### config.mk
export PLATFORM = sky130hd
export DESIGN_NAME = lob_ffs
export DESIGN_NICKNAME = d
export VERILOG_FILES = /design/src/rtl/lob_pkg.sv /design/src/rtl/lob_ffs.sv
export SDC_FILE = /design/constraint.sdc
export NUM_CORES = 1
export LEC_CHECK = 0
export BUFFER_PORTS_ARGS = -buffer_cell sky130_fd_sc_hd__buf_4
export CORE_AREA = 2 2 39 41
export DETAILED_ROUTE_END_ITERATION = 8
export DIE_AREA = 0 0 41 43
export PLACE_DENSITY_LB_ADDON = 0.05
export SLEW_MARGIN = 20
export SYNTH_ARGS = -nofsm -noshare
export SYNTH_HDL_FRONTEND = slang
export SYNTH_SLANG_ARGS = --single-unit
### constraint.sdc
create_clock -name vclk -period 2.02
set_clock_uncertainty 0.05 [all_clocks]
set_input_delay 0.101 -clock vclk [all_inputs]
set_output_delay 0.101 -clock vclk [all_outputs]
set_load 0.01 [all_outputs]
### src/rtl/lob_pkg.sv
// Shared types and constants of the limit order book core.
// Depends on nothing; lob_ffs and the core import it, while lob_ram does not.
`timescale 1ns / 1ps
`default_nettype none
package lob_pkg;
  localparam int IdW       = 12;
  localparam int PriceW    = 8;
  localparam int LvlW      = PriceW + 1;
  localparam int BitW      = 4;
  localparam int WordW     = 16;
  localparam int HiW       = PriceW - BitW;
  localparam int RowW      = IdW - BitW;
  localparam int IdSpace   = 1 << IdW;
  localparam int LiveRows  = 1 << RowW;
  localparam int Levels    = 1 << LvlW;
  localparam int OccRows   = 1 << (LvlW - BitW);
  localparam int InfoW     = 1 + PriceW;

  typedef enum logic [1:0] {
    OP_ADD    = 2'd0,
    OP_CANCEL = 2'd1,
    OP_POP    = 2'd2,
    OP_QUERY  = 2'd3
  } op_e;

  typedef enum logic [1:0] {
    ST_OK      = 2'd0,
    ST_DUP     = 2'd1,
    ST_UNKNOWN = 2'd2,
    ST_EMPTY   = 2'd3
  } status_e;

  typedef enum logic [4:0] {
    S_IDLE, S_LIVE_RD, S_LIVE_CHK, S_ADD_RD, S_ADD_DO,
    S_POP_SUM, S_POP_WORD, S_POP_HD, S_POP_ID, S_UNL_RD, S_UNL_DO,
    S_B_SUM, S_B_WORD, S_B_HEAD, S_A_SUM, S_A_WORD, S_A_HEAD, S_OUT
  } state_e;

  typedef struct packed {
    logic            found;
    logic [BitW-1:0] idx;
  } ffs_t;
endpackage
`default_nettype wire

### src/rtl/lob_ffs.sv
// Shared find-first unit: highest or lowest set bit of one bitmap word.
// Depends on lob_pkg.
`timescale 1ns / 1ps
`default_nettype none
module lob_ffs (
  input  wire logic [lob_pkg::WordW-1:0] vec_i,
  input  wire logic                      high_i,
  output lob_pkg::ffs_t                  res_o
);
  import lob_pkg::*;

  always_comb begin
    res_o = '0;
    for (int i = 0; i < WordW; i++) begin
      if (high_i) begin
        if (vec_i[i]) begin
          res_o.found = 1'b1;
          res_o.idx   = BitW'(i);
        end
      end else if (vec_i[WordW-1-i]) begin
        res_o.found = 1'b1;
        res_o.idx   = BitW'(WordW-1-i);
      end
    end
  end
endmodule
`default_nettype wire

Yosys cells after proc, flatten, opt, wreduce, memory -nomap -nowiden. Index checks and enable logic that the tools add are counted.

Register bits after elaboration: 0. Bits in latches: 0. Memory bits (writable): 0. Memory bits (read-only): 0. Bits of input ports: 17. Output and inout port bits: 5. Word-level logic and storage cells: 48. Memories kept: 0.

$add $sub $neg: 0. $mul: 0. Div/mod/pow operators: 0. Order comparisons: 0. Eq/ne operators: 0. Shift-type cells: 0. Muxes and demuxes: 48. Bitwise operators: 0. Reductions and logical operators: 0.

Operator list (number): 5-bit two-way mux (48).

Longest topological paths before layout. Gate-level depths: netlist (run 1).

Depth after elaboration: 32. Mapped depth: 5. Mapped depth without buffers: 5.

Least setup slack after synthesis (run 1). OpenSTA, ideal clock, no wires.

Kind: input -> output. From: in vec_i[13] (netlist bit). To: out res_o[1] (netlist bit). Arrival: 0.916 ns. Data required time: 1.869 ns. Path slack: 0.953 ns. Cell stages on the path: 5. Path buffers: 0. Cell sequence: nor2_1 -> nand3b_1 -> nand4b_1 -> a32oi_1 -> a211oi_1.

RTL lines: start, declared (line lob_ffs.sv:6) `input wire logic [lob_pkg::WordW-1:0] vec_i,`; end, declared (line lob_ffs.sv:8) `output lob_pkg::ffs_t res_o`.

==> flow_metrics.tcl, run 1 <==
set metrics [dict create \
    drt-total-wl_mm 1.12 \
    grt_pass1_wl_mm 1.68 \
    dpl.cell_count 93 \
    fillers 167 \
    io_buffers 22 \
    p_per_area_nw_per_um2 191 \
    finalHoldViolCount 0 \
    fmax_mhz 760 \
    setup-violations-final 0 \
    regArea_sq_um 0 \
    dieArea_sq_um 1760 \
    fin_crit_sh 0.651 \
    rsz0062_at_grt "no" \
    critPathCaptureType "output port" \
    overflow 0 \
    worstSetupStartpointType "input pin" \
    wire_per_inst_um 12.1 \
    num_rows 14 \
    leakagePower_nw 0.209 \
    gr-usage-all-layers 0.128 \
    min_to "res_o[4]" \
    p_int_mw 0.0469 \
    first_pass_iters 4 \
    antenna_cells 0 \
    avgSynthCellArea_sq_um 5.85 \
    postLayoutCoreUtil 0.361 \
    worst-slew-pin-transition_ns 0.407 \
    yosysWarnings 0 \
    cts_hold_repair.buffers 0 \
    slew_viol_final 0 \
    path_buf_inv 2 \
    fin_cells 93 \
    critPathKind "in -> out" \
    finalSetupTns_ns 0 \
    max_stage_delay_ns 0.29 \
    syn_to_final_growth_pct 52.3 \
    synth.area.top_cells "nor2_1 13%, a21oi_1 11%, a31oi_1 7.6%, nand2_1 5.7%, nand4b_1 5.3%" \
    hp-start "vec_i[9]" \
    finalWorstSetupSlack_ns 0.705 \
    cts.repair.resized 0 \
    synth_top_area_share 0.126 \
    antenna_left 0 \
    fp.dieH_um 43 \
    cp.depth 7 \
    power_mw 0.0953 \
    crit_arrival_ns 1.16 \
    slowest_stage "nor2_1" \
    grt_max_degree 16 \
    ys_types 24 \
    viasPerCell 5.15 \
    drive_gt1_frac 0.325 \
    post_cts_buffers 0 \
    drc 0 \
    coreArea_sq_um 1380 \
    grt_pass1_vias 409 \
    syn_inst 56 \
    combPwrFrac 1.000 \
    io_pins 22 \
    dp_hpwl_um 925 \
    gp_congestion 0.770 \
    crit_path_start "vec_i[13]" \
    min_path_cells 4 \
    drt-initial-drc-count 10 \
    die_x_um 41 \
    synthesis.nets 73 \
    cpLargestDelayFamily "simple AND/OR/NAND/NOR gates" \
    synthTopCellsByCount "11 x nor2_1, 7 x a21oi_1, 5 x nand2_1, 4 x a31oi_1, 4 x inv_1" \
    pwr-share-seq 0 \
    yosysTopAreaCell "nor2_1" \
    yosysSeqAreaShare 0 \
    maxCapViolations 0 \
    mappedNetlistArea_sq_um 328 \
    period_minus_slack_ns 1.32 \
    cp_max_fo 6 \
    fin_nets 96 \
    hold_path.class "in -> out" \
    grt_antenna_before_repair 0 \
    n_sequential_cell 0 \
    cp_cell_sequence "buf_4 -> nor2_1 -> nand3b_1 -> nand4b_1 -> a32oi_1 -> a211oi_1 -> buf_4" \
    p_sw_frac 0.507 \
    worstPathRequired_ns 1.87 \
    ir_drop_mv 0.0609 \
    dp_slack_ns 0.696 \
    relSlewSlack 0.726 \
    clkPwrFrac 0 \
    start_util 0.237 \
    vias 479 \
    status "finished clean" \
    clkbuf_count 0 \
    yosysMostFrequentCell "nor2_1" \
    crit_top_cell "buf_4" \
    switchingPower_mw 0.0483 \
]
[layout make-up]
class / count / area (sq um) / share of cell area
inverters: 4 / 15.0 / 0.0301
repair buffers: 22 / 165 / 0.331
well taps: 16 / 20.0 / 0.0401
multi-input cells: 51 / 299 / 0.599
[placed cells by master, fill, tap and decap left out, drive strengths merged, types with 2 or more instances in the layout]
cell,Yosys,final
nand2b,2,2
inv,4,4
nand4b,2,2
nor3,2,2
nor2,11,11
nand2,5,5
buf,0,22
nor4,3,3
a31oi,4,4
a21oi,7,7
o21ai,4,4
[metrics by stage]
stage          area, sq um  hold WS (ns)
6_report               499         0.503
5_1_grt                499         0.540
4_1_cts                499         0.501
3_5_place_dp           499         0.499
3_3_place_gp           499         0.495
2_1_floorplan          328         0.288
[how the worst max path moves through the flow]
stage	end	slack (ns)
after global routing	res_o[1]	0.55
after CTS	res_o[1]	0.68
after floorplan	res_o[1]	0.95
after detailed placement	res_o[1]	0.70
final	res_o[1]	0.70
after global placement	res_o[1]	0.71
[power groups by stage]
stage	clock (mW)	combinational, mW	sequential, mW
after floorplan	0	0.0410	0
after global placement	0	0.0965	0
after detailed placement	0	0.0960	0
after CTS	0	0.0965	0
after global routing	0	0.105	0
final	0	0.0953	0
[cell families after synthesis]
logic type             count (synthesis)  synth area share
AOI/OAI and AO/OA                     23             0.469
buffers and inverters                  5            0.0878
and+or+nand+nor                       28             0.443
[routing by layer]
| metal | track usage | wire length [um] |
|---|---|---|
| met2 | 0.222 | 536 |
| met4 | 0 | 0 |
| met1 | 0.180 | 507 |
| met5 | 0 | 0 |
| met3 | 0 | 76 |
(Power assumes the default switching activity.)
==> inputs of run 2 (changes only) <==
==> constraint.sdc (replaced) <==
create_clock -name vclk -period 1.2
set_clock_uncertainty 0.05 [all_clocks]
set_input_delay 0.06 -clock vclk [all_inputs]
set_output_delay 0.06 -clock vclk [all_outputs]
set_load 0.01 [all_outputs]
==> run 2 against run 1 <==
Net effect: cell area is 19% higher; core utilization rose by 6.9 points; routed wire length up 6.2%; combinational power rose by 100%; sequential share of layout area is the same; hold slack got worse by 0.096 ns; global-route usage up 1.9 points.
==> flow_metrics.tcl, run 2 (synthesis results as in run 1) <==
set metrics [dict create \
    status "finished clean" \
    io_buffers 22 \
    worstSetupStartpointType "input pin" \
    wire_per_inst_um 11.8 \
    rsz0062_at_grt "yes" \
    slew_viol_final 0 \
    hp-start "vec_i[9]" \
    overflow 0 \
    syn_to_final_growth_pct 81.3 \
    antenna_cells 0 \
    clkbuf_count 0 \
    critPathCaptureType "output port" \
    leakagePower_nw 0.254 \
    viasPerCell 5.14 \
    final_cell_mix "28 x buf_4, 9 x nor2_1, 7 x a21oi_1" \
    grt_pass1_vias 462 \
    fp.dieH_um 43 \
    worst-slew-pin-transition_ns 0.399 \
    num_rows 14 \
    max_stage_delay_ns 0.31 \
    final_area_sq_um 594 \
    dp_hpwl_um 987 \
    crit_arrival_ns 1.05 \
    first_pass_iters 4 \
    power_mw 0.191 \
    grt_antenna_before_repair 0 \
    fillers 167 \
    cp_cell_sequence "buf_8 -> nor4_4 -> and3_4 -> nor2_2 -> a31oi_1 -> buf_4" \
    ir_drop_mv 0.121 \
    gr-usage-all-layers 0.147 \
    p_per_area_nw_per_um2 322 \
    setup-violations-final 0 \
    final_common_cell "buf_4" \
    grt_pass1_wl_mm 1.95 \
    drc 0 \
    vias 519 \
    start_util 0.237 \
    relSlewSlack 0.731 \
    drive_gt1_frac 0.435 \
    fin_crit_sh 0.963 \
    multi_input_area_sq_um 323 \
    grt_max_degree 9 \
    crit_path_start "vec_i[7]" \
    fin_nets 104 \
    regArea_sq_um 0 \
    period_minus_slack_ns 1.16 \
    postLayoutCoreUtil 0.429 \
    drt-total-wl_mm 1.19 \
    maxCapViolations 0 \
    antenna_left 0 \
    finalHoldViolCount 0 \
    cp_max_fo 6 \
    slowest_stage "nor4_4" \
    coreArea_sq_um 1380 \
    drt-initial-drc-count 27 \
    io_pins 22 \
    hold_path.class "in -> out" \
    fmax_mhz 866 \
    gp_congestion 0.760 \
    place_area_sq_um 552 \
    dieArea_sq_um 1760 \
    n_sequential_cell 0 \
    worstPathRequired_ns 1.09 \
    critPathKind "in -> out" \
    die_x_um 41 \
]
run 2: per-stage QoR:
stage / cells / setup TNS, ns / hold WS, ns / setup slack, ns
after detailed placement: 100 / -0.00567 / 0.408 / -0.00567
after global placement: 100 / -0.00719 / 0.410 / -0.00719
after floorplan: 56 / 0 / 0.206 / 0.215
after CTS: 100 / 0 / 0.407 / 0.0224
after global routing: 101 / -0.00953 / 0.430 / -0.00815
final: 101 / 0 / 0.407 / 0.0450
run 2: report_power, final:
part           total (mW)  internal [mW]  switching (mW)
sequential              0              0               0
clock                   0              0               0
combinational       0.191          0.101          0.0905
run 2: critical path, delay by kind of cell:
kind	cells	cell delay, ns
and+or+nand+nor	3	0.59
AOI/OAI and AO/OA	1	0.14
buffers and inverters	2	0.25
run 2: worst paths after layout:
check,slack [ns],to,depth (start not counted)
min,0.41,res_o[4],4
max,0.04,res_o[3],6
run 2: area by class of cell:
class	count	area share
multi-input cells	51	0.543
repair buffers	30	0.398
well taps	16	0.0337
inverters	4	0.0253
run 2: repair_timing:
| action | 4_1_cts | 5_1_grt |
|---|---|---|
| hold buffers | 0 | 0 |
| pin swaps | 1 | 2 |
| gates resized for setup | 2 | 7 |
| setup buffers | 0 | 1 |
| endpoints found under the setup margin | 1 | 2 |
run 2: per-layer routing:
metal  GRT usage  routed length [um]
met5           0                   0
met4           0                   0
met3           0                  82
met2       0.244                 572
met1       0.218                 535
==> inputs of run 3 (changes only) <==
--- a/config.mk
+++ b/config.mk
@@ -9,7 +9,8 @@
 export CORE_AREA = 2 2 39 41
 export DETAILED_ROUTE_END_ITERATION = 8
 export DIE_AREA = 0 0 41 43
-export PLACE_DENSITY_LB_ADDON = 0.05
+export GPL_TIMING_DRIVEN = 0
+export PLACE_DENSITY_LB_ADDON = 0.2
 export SLEW_MARGIN = 20
 export SYNTH_ARGS = -nofsm -noshare
 export SYNTH_HDL_FRONTEND = slang
==> run 3 against run 2 <==
Net effect: sequential share of layout area stayed put; power is 3.4% lower; global-route usage is 0.40 points higher; largest cell class unchanged.
==> flow_metrics.tcl, run 3 (synthesis results as in run 1) <==
set metrics [dict create \
    clkbuf_count 0 \
    first_pass_iters 4 \
    fmax_mhz 876 \
    grt_pass1_vias 454 \
    cp.depth 6 \
    cts_hold_repair.buffers 0 \
    place_area_sq_um 513 \
    start_util 0.237 \
    crit_arrival_ns 1.03 \
    grt_antenna_before_repair 0 \
    antenna_cells 0 \
    grt_max_degree 11 \
    io_buffers 22 \
    rsz0062_at_grt "yes" \
    cp_max_fo 6 \
    path_buf_inv 2 \
    drive_gt1_frac 0.392 \
    worstSetupStartpointType "input pin" \
    critPathKind "in -> out" \
    relSlewSlack 0.759 \
    gr-usage-all-layers 0.151 \
    fin_nets 98 \
    final_cell_mix "21 x buf_4, 8 x nor2_1, 7 x a21oi_1" \
    p_per_area_nw_per_um2 326 \
    overflow 0 \
    cpLargestDelayFamily "simple AND/OR/NAND/NOR gates" \
    fin_crit_sh 0.951 \
    n_sequential_cell 0 \
    fp.dieH_um 43 \
    dp_slack_ns -0.0443 \
    dieArea_sq_um 1760 \
    drt-total-wl_mm 1.20 \
    wire_per_inst_um 12.6 \
    final_area_sq_um 568 \
    finalHoldViolCount 0 \
    power_mw 0.185 \
    finalWorstSetupSlack_ns 0.0591 \
    vias 517 \
    critPathCaptureType "output port" \
    syn_to_final_growth_pct 73.3 \
    drt-initial-drc-count 15 \
    crit_path_start "vec_i[7]" \
    slowest_stage "nor4_4" \
    regArea_sq_um 0 \
    status "finished clean" \
    setup-violations-final 0 \
    coreArea_sq_um 1380 \
    antenna_left 0 \
    slew_viol_final 0 \
    dp_hpwl_um 957 \
    fillers 160 \
    period_minus_slack_ns 1.14 \
    drc 0 \
    max_stage_delay_ns 0.31 \
    crit_path_end "res_o[3]" \
    die_x_um 41 \
    final_common_cell "buf_4" \
    worst-slew-pin-transition_ns 0.358 \
    cp_cell_sequence "buf_12 -> nor4_4 -> and3_4 -> nor2_2 -> a31oi_1 -> buf_4" \
    hold_path.class "in -> out" \
    ir_drop_mv 0.119 \
    finalSetupTns_ns 0 \
    grt_pass1_wl_mm 2.00 \
    worstPathRequired_ns 1.09 \
    gp_congestion 0.738 \
    leakagePower_nw 0.229 \
    maxCapViolations 0 \
    num_rows 14 \
    io_pins 22 \
    viasPerCell 5.44 \
]
-- run 3: changes by cell type in the layout (fill, tap and decap cells not counted), sizes merged --
cell / change
buf: -7
clkbuf: +1
-- run 3: tightest hold or removal path, cell delays in order --
cell,delay [ns]
buf_4,0.10
nor4_1,0.06
nand4_1,0.06
buf_4,0.11
-- run 3: through the flow --
| step | hold WS, ns | utilization | instances |
|---|---|---|---|
| finish | 0.407 | 0.410 | 95 |
| global route | 0.455 | 0.410 | 95 |
| CTS | 0.410 | 0.381 | 94 |
| detailed placement | 0.411 | 0.371 | 94 |
| global placement | 0.406 | 0.371 | 94 |
| floorplan | 0.206 | - | 56 |
-- run 3: timing repair --
action,CTS,global route
buffers inserted,0,1
pin swaps,0,2
setup endpoints to repair,2,3
gates cloned,0,0
gates resized for setup,3,9
-- run 3: final cells by class --
cell class | instances | area (sq um) | share of cell area
multi-input combinational | 51 | 330 | 0.581
timing repair buffer | 23 | 189 | 0.333
tap | 16 | 20.0 | 0.0352
inverter | 4 | 15.0 | 0.0264
buffer | 1 | 13.8 | 0.0242
-- run 3: report_power, final --
| group | total [mW] | switching [mW] | internal (mW) | leakage (nW) |
|---|---|---|---|---|
| clock network | 0 | 0 | 0 | 0 |
| registers | 0 | 0 | 0 | 0 |
| logic | 0.185 | 0.0919 | 0.0931 | 0.229 |
-- run 3: worst min-delay path by stage --
| stage | startpoint | cells after the start | slack (ns) | end |
|---|---|---|---|---|
| 2_1_floorplan | vec_i[8] | 2 | 0.21 | res_o[4] |
| 3_3_place_gp | vec_i[9] | 4 | 0.41 | res_o[4] |
| 3_5_place_dp | vec_i[8] | 4 | 0.41 | res_o[4] |
| 4_1_cts | vec_i[8] | 4 | 0.41 | res_o[4] |
| 5_1_grt | vec_i[12] | 4 | 0.46 | res_o[4] |
| 6_report | vec_i[8] | 4 | 0.41 | res_o[4] |
-- run 3: metal layers --
metal | vias up | routed length (um) | global-route usage | share of wire
met5 | - | 0 | 0 | 0
li1 | 263 | - | - | -
met4 | 0 | 0 | 0 | 0
met2 | 22 | 528 | 0.234 | 0.44
met1 | 232 | 571 | 0.241 | 0.48
met3 | 0 | 101 | 0 | 0.084
