--- src/rtl/lob_ram.sv ---
// Generic single-write, single-read RAM with registered read data.
// Old data is returned when a location is read and written in the same cycle.
`timescale 1ns / 1ps
`default_nettype none
module lob_ram #(
  parameter int W = 8,
  parameter int D = 16
) (
  input  wire logic                 clk_i,
  input  wire logic                 we_i,
  input  wire logic [$clog2(D)-1:0] waddr_i,
  input  wire logic [W-1:0]         wdata_i,
  input  wire logic [$clog2(D)-1:0] raddr_i,
  output logic      [W-1:0]         rdata_o
);
  logic [W-1:0] mem_q [D];

  always_ff @(posedge clk_i) begin
    if (we_i) begin
      mem_q[waddr_i] <= wdata_i;
    end
    rdata_o <= mem_q[raddr_i];
  end
endmodule
`default_nettype wire

--- config.mk ---
export PLATFORM = sky130hd
export DESIGN_NAME = lob_ram
export DESIGN_NICKNAME = d
export VERILOG_FILES = /design/src/rtl/lob_ram.sv
export SDC_FILE = /design/constraint.sdc
export NUM_CORES = 1
export LEC_CHECK = 0
export ABC_AREA = 1
export BUFFER_PORTS_ARGS = -buffer_cell sky130_fd_sc_hd__clkbuf_2
export CAP_MARGIN = 30
export CORE_ASPECT_RATIO = 0.6
export CORE_MARGIN = 2
export CORE_UTILIZATION = 40
export CTS_CLUSTER_SIZE = 24
export DETAILED_ROUTE_END_ITERATION = 10
export SETUP_SLACK_MARGIN = 0.3
export SLEW_MARGIN = 20
export SYNTH_ARGS = -nofsm -noshare
export SYNTH_HDL_FRONTEND = slang
export SYNTH_SLANG_ARGS = --single-unit
--- constraint.sdc ---
create_clock -name clk_i -period 1.7 [get_ports clk_i]
set_input_delay 0.51 -clock clk_i [delete_from_list [all_inputs] [get_ports clk_i]]
set_output_delay 0.51 -clock clk_i [all_outputs]
set_load 0.1 [all_outputs]
After elaboration in Yosys (flattened, before gate mapping)
Memories as Yosys holds them, arrays and structs flattened. A register that Yosys moved wholly into a read port is not among the register bits.
Cells that the tools add are included.
- register bits: 0
- bits in writable memories: 128
- input bits: 18
- output and inout port bits: 8
- word-level logic and storage cells: 3
- memories: 1
- mux-type cells: 2
- memory list (name ; words ; bits a word ; read ports ; clocked after Yosys merged registers in ; wr ports ; RTL line ; RTL):
    mem_q ; 16 ; 8 ; 1 ; 1 ; 1 ; 16 ; logic [W-1:0] mem_q [D];
- operator list (operator ; count):
    two-way mux 1 bit ; 2

Depth between registers and ports, before layout
Gate-level depths: netlist of run 1.
- depth in word-level cells: 2
- gate-level depth with buffers: 8

Least setup slack after synthesis of run 1
No wires, ideal clock.
- path kind: input -> register
- start point: input waddr_i[2]
- end point: memory mem_q[10][0], enable pin
- arrival time: 1.091 ns
- required time: 1.330 ns
- slack: 0.239 ns
- cell stages on the path: 2
- path buffers: 0
- cell sequence: nand3b_1 nor2_1
- RTL lines (what ; RTL line ; RTL):
    start, declared ; 11 ; input wire logic [$clog2(D)-1:0] waddr_i,
    end, declared ; 16 ;
No word-level cell before the write port.

Final worst setup path of run 1
- start point: register rdata_o[5] (read register of mem_q)
- end point: output rdata_o[5]
- RTL lines (what ; RTL line ; RTL):
    start, declared ; 14 ; output logic [W-1:0] rdata_o
No word-level cell between the ends.

==> metrics.md, run 1 <==
| Metric | Value |
|---|---|
| Fillers | `1226` |
| Element type at the critical path end | `output port` |
| Relative area change from synthesis to final layout | `21.8%` |
| Maximum fanout encountered on the critical timing path | `1` |
| Sequence of cells on the critical path | `clkbuf_16` |
| Tcrit/Tclk final | `slightly below 90%` |
| Boundary Pins | `26` |
| Count of hold buffers inserted by post-cts repair | `0` |
| Critical path class | `reg2out` |
| Global-route wire length before repair | `22400 µm` |
| Core region area | `0.0139 mm²` |
| WP data arrival | `990 ps` |
| Switching Share | `23.7%` |
| Unrepaired setup endpoints after global routing | `true` |
| Part of the total power dissipated in combinational logic | `under 10%` |
| Relative max-transition margin | `72.8%` |
| Number of maximum-capacitance violations | `0` |
| Post-Synthesis Mean Instance Area | `around 10 µm²` |
| Port Buffers | `25` |
| Clock-pin transition on the worst setup and hold timing paths | `60 ps` |
| Portion of total power attributed to the clock network | `between 40% and 50%` |
| Sink count of the clock tree | `136` |
| Hold_ws | `approximately 490 ps` |
| Crit path max-delay cell type | `sky130_fd_sc_hd__dfxtp_2` |
| Number of antenna-violating nets in the routed design | `0` |
| Syn Inst Count | `551` |
| Initial drt markers | `446` |
| Delay contributed by the slowest stage of the critical path | `370 ps` |
| Initial antenna violation count | `0` |
| Buffer count from post-CTS setup fixing | `0` |
| Max Clock Skew | `9.90 ps` |
| Sum of internal, switching and leakage power | `8.09 mW` |
| Pin count of the biggest net entering global routing | `34` |
| Register share of total power | `between 40% and 50%` |
| Final hold violations | `0` |
| Int Pwr | `6.17 mW` |
| Library cell used as clock root buffer | `sky130_fd_sc_hd__clkbuf_16` |
| Dpl hpwl | `8900 µm` |
| Achievable Freq | `0.667 GHz` |
| Area of the mapped netlist | `about 0.0058 mm²` |
| Status | `complete, no violations` |
| Most frequent standard cell in the layout excluding fill and tap cells | `sky130_fd_sc_hd__nand2_1` |
| Setup Total Neg Slack | `0 ps` |
| Average wire length per cell after detail routing | `17.5 µm` |
| Via count of the first global-routing pass | `3838` |
| Total setup violations reported at the end of the flow | `0` |
| Fraction of final layout cells with drive strength greater than 1 | `between 10% and 20%` |
| Post-Route WL | `14100 µm` |
| Total global routing overflow | `0` |
| Final weighted congestion in routability-driven placement | `about 0.8` |
| Most frequent cells in the layout | `sky130_fd_sc_hd__nand2_1, sky130_fd_sc_hd__edfxtp_1, sky130_fd_sc_hd__inv_1, sky130_fd_sc_hd__nand3_1, sky130_fd_sc_hd__buf_4` |
| CTS H-Tree Depth | `4` |
| Routed vias | `3916` |
| Data required time at the worst endpoint | `1190 ps` |
| Number of CTS-inserted buffers | `17` |
| CTS max path bufs | `2` |
| Overall die height | `97.0 µm` |
| Die area | `0.0154 mm²` |
| Worst skew pair latency | `420 ps` |
| Number of optimization iterations in the first detailed-route pass | `5` |
| Tot GR Track Use | `about 20%` |
| Crit. path cell count | `1` |
| Number of register bits inferred by synthesis | `between 100 and 150` |
| Net Count, Synth | `569` |
| Worst Tran Pin Value | `408 ps` |
| Number of vias per cell | `between 4 and 5` |
| Max Slew Vio Count | `0` |
| Power spent charging and discharging nets | `1.92 mW` |
| Cells on worst reg2reg path | `6` |
| TritonCTS clock tree | `yes` |
| Pwr Density | `1150 mW/mm²` |
| Synthesis Warnings | `0` |
| Critical Path Start Type | `flip-flop` |
| Horizontal die dimension | `about 160 µm` |
| Final-stage net count | `619` |
| Initial Util | `41.6%` |
| Leakage | `3.04 nW` |
| Kind of cell with the highest combined delay on the critical path | `flip-flops` |
| Number of buffers and inverters on the critical path | `1` |
| Number of standard-cell rows in the floorplan | `33` |
| Antenna Cells | `0` |
| Crit path time final | `1500 ps` |
| Remaining routing DRC violations | `0` |
| Count of distinct cell types in the synthesized netlist | `12` |
| Maximum vdd ir drop | `0.623 mV` |
| Part of the Yosys area used for sequential elements | `69.4%` |
| Path type of the worst min-delay path | `in2reg` |
| Cell depth of the worst hold path | `3` |
state kept, by name, indices dropped and copies added, names as in the netlist:
register	count
rdata_o	8
mem_q	128
final cells by class:
class	count	area [µm²]	share of cell area (%)
clock buffers	19	443	6.31
clock inverters	13	130	1.85
inverters	102	383	5.45
multi-input cells	289	1230	17.5
flip-flops and latches	136	4020	57.2
well taps	192	240	3.42
repair buffers	55	583	8.30
tightest hold or removal path, cell delays in order:
cell	delay, ps
sky130_fd_sc_hd__clkbuf_2	180
sky130_fd_sc_hd__nand3_1	130
sky130_fd_sc_hd__nand2_1	40
cells by family (layout without fill, tap and decap cells):
kind of cell           after synthesis  count (layout)  share of synthesized area, %
AND/OR/NAND/NOR                    289             289                          21.0
buffers and inverters              126             189                          9.52
flip-flops                         136             136                          69.4
power by group through the flow:
stage / registers, mW / clock network, mW / logic [mW]
3_3_place_gp: 3.85 / 0 / 0.634
5_1_grt: 3.80 / 3.78 / 0.770
6_report: 3.79 / 3.58 / 0.717
2_1_floorplan: 4.00 / 0 / 0.267
3_5_place_dp: 3.85 / 0 / 0.641
4_1_cts: 3.79 / 3.64 / 0.717
layer usage:
layer | wire, µm | part of all wire [%] | up-vias | track usage, %
met5 | 0 | 0 | - | 0
met4 | 110 | 0.78 | 0 | 5.66
met3 | 937 | 6.6 | 11 | 3.82
met2 | 6100 | 43 | 154 | 27.7
met1 | 6950 | 49 | 1877 | 30.1
li1 | - | - | 1874 | -
metrics by stage:
step                      utilization, %  setup WS [ps]  area (µm²)  cells
after floorplan                        -            239        5790    551
after global placement              45.5           77.6        6310    774
after detailed placement            45.5           56.7        6310    774
after CTS                           50.6            197        7020    806
after global routing                50.6            191        7020    806
final                               50.6            200        7020    806
synthesized netlist by cell type:
master                     number  area (µm²)
sky130_fd_sc_hd__buf_1          1        3.75
sky130_fd_sc_hd__buf_2         13        65.1
sky130_fd_sc_hd__buf_4          4        30.0
sky130_fd_sc_hd__buf_6          6        67.6
sky130_fd_sc_hd__dfxtp_1        8         160
sky130_fd_sc_hd__edfxtp_1     128        3840
sky130_fd_sc_hd__inv_1        100         375
sky130_fd_sc_hd__inv_2          2        7.51
sky130_fd_sc_hd__nand2_1      173         649
sky130_fd_sc_hd__nand3_1       97         485
sky130_fd_sc_hd__nand3b_1       2        15.0
sky130_fd_sc_hd__nor2_1        17        63.8
final timing paths:
kind / to / start / slack (ps)
max: rdata_o[5] / rdata_o[5] / 200
min: rdata_o[4] / raddr_i[3] / 490
max reg2reg: rdata_o[6] / mem_q[15][6] / 680
min reg2reg: rdata_o[4] / mem_q[11][4] / 690
repair_timing:
item	in CTS	in global routing
gates resized for setup	24	1
cloned	0	0
endpoints found under the setup margin	8	8
(Power assumes the default switching activity.)
==> inputs of run 2 (changes only) <==
--- a/config.mk
+++ b/config.mk
@@ -8,13 +8,16 @@
 export ABC_AREA = 1
 export BUFFER_PORTS_ARGS = -buffer_cell sky130_fd_sc_hd__clkbuf_2
 export CAP_MARGIN = 30
+export CELL_PAD_IN_SITES_DETAIL_PLACEMENT = 0
+export CELL_PAD_IN_SITES_GLOBAL_PLACEMENT = 1
 export CORE_ASPECT_RATIO = 0.6
 export CORE_MARGIN = 2
 export CORE_UTILIZATION = 40
 export CTS_CLUSTER_SIZE = 24
 export DETAILED_ROUTE_END_ITERATION = 10
+export PLACE_DENSITY_LB_ADDON = 0.1
 export SETUP_SLACK_MARGIN = 0.3
-export SLEW_MARGIN = 20
+export SLEW_MARGIN = 40
 export SYNTH_ARGS = -nofsm -noshare
 export SYNTH_HDL_FRONTEND = slang
 export SYNTH_SLANG_ARGS = --single-unit
==> metrics.md, run 2 (synthesis results as in run 1) <==
| Metric | Value |
|---|---|
| Sum of internal, switching and leakage power | `~8.5 mW` |
| Post-cts gate resize count | `26` |
| Port Buffers | `25` |
| Number of standard-cell rows in the floorplan | `33` |
| Number of antenna-violating nets in the routed design | `0` |
| Total global routing overflow | `0` |
| Max Clock Skew | `between 6 and 7 ps` |
| Kind of cell with the highest combined delay on the critical path | `flip-flops` |
| Delay contributed by the slowest stage of the critical path | `360 ps` |
| Die area | `0.0154 mm²` |
| Via count of the first global-routing pass | `3607` |
| Max reg flops | `128` |
| Element type at the critical path end | `output port` |
| Register share of total power | `44.6%` |
| Number of maximum-capacitance violations | `0` |
| Initial antenna violation count | `0` |
| Switching Share | `22.5%` |
| Post-Route WL | `14500 µm` |
| Count of hold buffers inserted by post-cts repair | `0` |
| Worst Slack Setup Final | `209 ps` |
| Buffer count from post-CTS setup fixing | `0` |
| Library cell used as clock root buffer | `sky130_fd_sc_hd__clkbuf_16` |
| Worst Tran Pin Value | `a little under 500 ps` |
| Tot GR Track Use | `20.3%` |
| Part of the total power dissipated in combinational logic | `8.8%` |
| Horizontal die dimension | `roughly 160 µm` |
| Fillers | `1288` |
| Path type of the worst min-delay path | `in2reg` |
| Relative max-transition margin | `between 60% and 70%` |
| Most frequent standard cell in the layout excluding fill and tap cells | `sky130_fd_sc_hd__nand2_1` |
| Boundary Pins | `26` |
| Data required time at the worst endpoint | `1190 ps` |
| CTS max path bufs | `2` |
| Crit. path cell count | `1` |
| Achievable Freq | `between 0.6 and 0.7 GHz` |
| Routed vias | `3778` |
| Leakage | `3.05 nW` |
| Worst skew pair latency | `roughly 420 ps` |
| Number of CTS-inserted buffers | `17` |
| Initial Util | `41.6%` |
| Cells on worst reg2reg path | `6` |
| Number of vias per cell | `roughly 4.7` |
| Total setup violations reported at the end of the flow | `0` |
| Fraction of final layout cells with drive strength greater than 1 | `between 10% and 20%` |
| Average wire length per cell after detail routing | `18.1 µm` |
| Register ranked first by flip-flop count | `mem_q` |
| Critical Path Start Type | `flip-flop` |
| Post-placement setup slack | `-47.8 ps` |
| CTS H-Tree Depth | `4` |
| Most frequent cells in the layout | `sky130_fd_sc_hd__nand2_1, sky130_fd_sc_hd__edfxtp_1, sky130_fd_sc_hd__inv_1, sky130_fd_sc_hd__nand3_1, sky130_fd_sc_hd__clkbuf_16` |
| Clock-pin transition on the worst setup and hold timing paths | `50 ps` |
| Footprint of the flip-flops and latches | `about 0.004 mm²` |
| Final-stage net count | `616` |
| Portion of total power attributed to the clock network | `46.6%` |
| Pwr Density | `1200 mW/mm²` |
| Final hold violations | `0` |
| Cell depth of the worst hold path | `3` |
| Number of buffers and inverters on the critical path | `1` |
| Tcrit/Tclk final | `roughly 88%` |
| Max Slew Vio Count | `0` |
| Crit path max-delay cell type | `sky130_fd_sc_hd__dfxtp_2` |
| Antenna Cells | `0` |
| Unrepaired setup endpoints after global routing | `true` |
| TritonCTS clock tree | `yes` |
| Critical path class | `reg2out` |
| Number of optimization iterations in the first detailed-route pass | `5` |
| Area taken by multi-input logic gates | `0.00123 mm²` |
| Power spent charging and discharging nets | `approximately 1.9 mW` |
| Dpl hpwl | `approximately 8900 µm` |
| Pin count of the biggest net entering global routing | `65` |
| WP data arrival | `980 ps` |
| Remaining routing DRC violations | `0` |
| Overall die height | `approximately 97 µm` |
| Core region area | `between 0.01 and 0.015 mm²` |
| Maximum vdd ir drop | `0.624 mV` |
| Global-route wire length before repair | `22700 µm` |
| Crit path time final | `between 1000 and 1500 ps` |
| Sink count of the clock tree | `136` |
| Relative area change from synthesis to final layout | `22.8%` |
| Sequence of cells on the critical path | `clkbuf_16` |
| Status | `complete, no violations` |
| Maximum fanout encountered on the critical timing path | `1` |
| Final weighted congestion in routability-driven placement | `0.742` |
| Int Pwr | `roughly 6.6 mW` |
| Initial drt markers | `274` |
| Top Registers | `mem_q (128), rdata_o (8)` |
run 2: layout make-up:
class                   instances  share of cell area [%]
inverters                     102                    5.41
clock buffers                  19                    6.11
multi-input cells             289                    17.3
flip-flops and latches        136                    56.7
repair buffers                 52                    8.16
clock inverters                13                    2.86
well taps                     192                    3.39
run 2: metal layers:
| metal | GRT usage (%) | routed length (µm) |
|---|---|---|
| met5 | 0 | 0 |
| met4 | 6.85 | 219 |
| met3 | 3.95 | 917 |
| met2 | 27.7 | 6070 |
| met1 | 32.1 | 7340 |
run 2: final timing paths:
path	from	to	slack [ps]
max	rdata_o[3]	rdata_o[3]	210
max reg2reg	mem_q[5][5]	rdata_o[5]	550
min	raddr_i[3]	rdata_o[0]	530
min reg2reg	mem_q[11][0]	rdata_o[0]	680
run 2: per-stage QoR:
stage	instance area [µm²]	TNS, ps	hold WS [ps]	std cells	util, %
6_report	7080	0	533	803	51.0
5_1_grt	7080	0	553	803	51.0
4_1_cts	7080	0	520	803	51.0
3_5_place_dp	6300	-56.8	657	771	45.4
3_3_place_gp	6300	-23.1	653	771	45.4
2_1_floorplan	5790	0	607	551	-
run 2: power by group through the flow:
| stage | Sequential, mW | Combinational (mW) | Clock (mW) |
|---|---|---|---|
| 2_1_floorplan | 4.00 | 0.267 | 0 |
| 3_3_place_gp | 3.85 | 0.671 | 0 |
| 3_5_place_dp | 3.85 | 0.672 | 0 |
| 4_1_cts | 3.79 | 0.750 | 4.02 |
| 5_1_grt | 3.79 | 0.805 | 4.18 |
| 6_report | 3.79 | 0.744 | 3.96 |
==> inputs of run 3 (changes only) <==
--- a/config.mk
+++ b/config.mk
@@ -16,7 +16,8 @@
 export CTS_CLUSTER_SIZE = 24
 export DETAILED_ROUTE_END_ITERATION = 10
 export PLACE_DENSITY_LB_ADDON = 0.1
-export SETUP_SLACK_MARGIN = 0.3
+export REMOVE_ABC_BUFFERS = 1
+export SETUP_SLACK_MARGIN = 0.4
 export SLEW_MARGIN = 40
 export SYNTH_ARGS = -nofsm -noshare
 export SYNTH_HDL_FRONTEND = slang
==> metrics.md, run 3 (synthesis results as in run 1) <==
| Metric | Value |
|---|---|
| Status | `complete, no violations` |
| Int Pwr | `6.03 mW` |
| Worst Tran Pin Value | `407 ps` |
| Antenna Cells | `0` |
| Port Buffers | `25` |
| Via count of the first global-routing pass | `3598` |
| CP endpoint | `rdata_o[3]` |
| Path type of the worst min-delay path | `in2reg` |
| Die area | `~0.015 mm²` |
| Switching Share | `between 20% and 30%` |
| Library cell used as clock root buffer | `sky130_fd_sc_hd__clkbuf_16` |
| Initial Util | `41.6%` |
| Element type at the critical path end | `output port` |
| Most frequent standard cell in the layout excluding fill and tap cells | `sky130_fd_sc_hd__nand2_1` |
| Cells on worst reg2reg path | `6` |
| Kind of cell with the highest combined delay on the critical path | `flip-flops` |
| Worst Slack Setup Final | `roughly 220 ps` |
| Footprint of the flip-flops and latches | `between 0.004 and 0.005 mm²` |
| Core region area | `0.0139 mm²` |
| Startpoint of the worst register-to-register path | `mem_q[13][3]` |
| Most frequent cells in the layout | `sky130_fd_sc_hd__nand2_1, sky130_fd_sc_hd__edfxtp_1, sky130_fd_sc_hd__inv_1, sky130_fd_sc_hd__nand3_1, sky130_fd_sc_hd__buf_4` |
| Pwr Density | `1130 mW/mm²` |
| Number of buffers and inverters on the critical path | `1` |
| Final hold violations | `0` |
| Horizontal die dimension | `159 µm` |
| Sink count of the clock tree | `136` |
| Part of the total power dissipated in combinational logic | `9.2%` |
| Crit path max-delay cell type | `sky130_fd_sc_hd__dfxtp_4` |
| Total global routing overflow | `0` |
| Worst skew pair latency | `410 ps` |
| Final-stage net count | `around 630` |
| Power spent charging and discharging nets | `1.88 mW` |
| Top Registers | `mem_q (128), rdata_o (8)` |
| Maximum fanout encountered on the critical timing path | `1` |
| CTS H-Tree Depth | `4` |
| Max Slew Vio Count | `0` |
| Fillers | `about 1.3k` |
| Sequence of cells on the critical path | `clkbuf_16` |
| TritonCTS clock tree | `yes` |
| Tcrit/Tclk final | `between 80% and 90%` |
| Max reg flops | `128` |
| Data required time at the worst endpoint | `1190 ps` |
| Crit path time final | `1480 ps` |
| Startpoint of the worst setup timing path | `rdata_o[3]` |
| Critical path class | `reg2out` |
| Post-placement setup slack | `approximately 13 ps` |
| Register-to-register setup slack | `670 ps` |
| Overall die height | `about 97 µm` |
| Fraction of final layout cells with drive strength greater than 1 | `between 15 and 20%` |
| Number of optimization iterations in the first detailed-route pass | `4` |
| Count of hold buffers inserted by post-cts repair | `0` |
| Achievable Freq | `0.674 GHz` |
| Initial drt markers | `approximately 300` |
| Portion of total power attributed to the clock network | `42.9%` |
| WP data arrival | `970 ps` |
| Boundary Pins | `26` |
| Global-route wire length before repair | `21300 µm` |
| Relative area change from synthesis to final layout | `21.8%` |
| Leakage | `approximately 3.1 nW` |
| Final weighted congestion in routability-driven placement | `approximately 0.8` |
| Register share of total power | `a little under half` |
| Maximum vdd ir drop | `0.676 mV` |
| Startpoint of the worst hold path | `raddr_i[2]` |
| Crit. path cell count | `1` |
| Number of CTS-inserted buffers | `17` |
| Critical R2R Capture | `rdata_o[3]` |
| Relative max-transition margin | `72.9%` |
| Tot GR Track Use | `a little under a fifth` |
| Clock-pin transition on the worst setup and hold timing paths | `approximately 60 ps` |
| Remaining routing DRC violations | `0` |
| Hold_ws | `532 ps` |
| Number of vias per cell | `4.60` |
| Dpl hpwl | `9220 µm` |
| Number of standard-cell rows in the floorplan | `33` |
| Unrepaired setup endpoints after global routing | `true` |
| Routed vias | `3738` |
| Pin count of the biggest net entering global routing | `44` |
| Number of antenna-violating nets in the routed design | `0` |
| Number of maximum-capacitance violations | `0` |
| Post-Route WL | `13800 µm` |
| Area taken by multi-input logic gates | `0.00122 mm²` |
| Initial antenna violation count | `0` |
| CTS max path bufs | `2` |
| Delay contributed by the slowest stage of the critical path | `370 ps` |
| Setup Total Neg Slack | `0 ps` |
| Average wire length per cell after detail routing | `17.0 µm` |
| Max Clock Skew | `9.55 ps` |
| Critical Path Start Type | `flip-flop` |
| Total setup violations reported at the end of the flow | `0` |
| Register ranked first by flip-flop count | `mem_q` |
run 3: cell types whose count changed in the layout (fill, tap and decap cells not counted), moves of 2 or more:
| cell | delta |
|---|---|
| sky130_fd_sc_hd__buf_4 | +10 |
| sky130_fd_sc_hd__bufinv_16 | -4 |
| sky130_fd_sc_hd__clkbuf_16 | -2 |
| sky130_fd_sc_hd__clkinv_1 | -2 |
| sky130_fd_sc_hd__clkinv_2 | +5 |
| sky130_fd_sc_hd__nor2_1 | +4 |
| sky130_fd_sc_hd__nor2_2 | -4 |
run 3: how the worst min path moves through the flow:
stage / to / slack, ps / cells after the start
3_3_place_gp: rdata_o[5] / 650 / 6
3_5_place_dp: rdata_o[5] / 650 / 6
6_report: rdata_o[4] / 530 / 5
5_1_grt: rdata_o[4] / 540 / 4
2_1_floorplan: rdata_o[0] / 610 / 6
4_1_cts: rdata_o[4] / 530 / 4
run 3: final cells by class:
| type | instances | area share (%) |
|---|---|---|
| Multi-Input combinational cell | 289 | 17.3 |
| Timing Repair Buffer | 61 | 8.74 |
| Tap cell | 192 | 3.42 |
| Sequential cell | 136 | 57.2 |
| Clock inverter | 13 | 1.53 |
| Clock buffer | 19 | 6.30 |
| Inverter | 102 | 5.45 |
run 3: power by group through the flow:
stage / clock, mW / combinational, mW / sequential, mW
final: 3.39 / 0.724 / 3.79
after global routing: 3.62 / 0.784 / 3.80
after CTS: 3.46 / 0.732 / 3.79
after detailed placement: 0 / 0.667 / 3.85
after global placement: 0 / 0.666 / 3.85
after floorplan: 0 / 0.202 / 4.00
run 3: stage by stage:
| stage | utilization (%) | area [µm²] | power [mW] | std cells |
|---|---|---|---|---|
| 3_5_place_dp | 45.7 | 6330 | 4.51 | 780 |
| 2_1_floorplan | - | 5600 | 4.20 | 527 |
| 4_1_cts | 50.6 | 7020 | 7.98 | 812 |
| 6_report | 50.6 | 7030 | 7.91 | 812 |
| 3_3_place_gp | 45.7 | 6330 | 4.51 | 780 |
| 5_1_grt | 50.6 | 7030 | 8.20 | 812 |
run 3: timing repair:
item	CTS	global route
resized for setup	31	3
endpoints found under the setup margin	8	15
buffers inserted	0	0
run 3: worst register-to-register path, stage by stage, from the launching register on:
cell and delay, ps:
sky130_fd_sc_hd__edfxtp_1 370, sky130_fd_sc_hd__inv_1 60, sky130_fd_sc_hd__nand2_1 40, sky130_fd_sc_hd__nand3_1 80, sky130_fd_sc_hd__nand3_1 110, sky130_fd_sc_hd__nand3_1 180, sky130_fd_sc_hd__nand2_1 80
run 3: metal layers:
layer / track usage (%) / up-vias / wire, µm / share of wire, %
met5: 0 / - / 0 / 0
met4: 6.01 / 0 / 168 / 1.2
met3: 3.77 / 17 / 948 / 6.9
met2: 26.6 / 94 / 5820 / 42
met1: 29.1 / 1739 / 6840 / 50
li1: - / 1888 / - / -
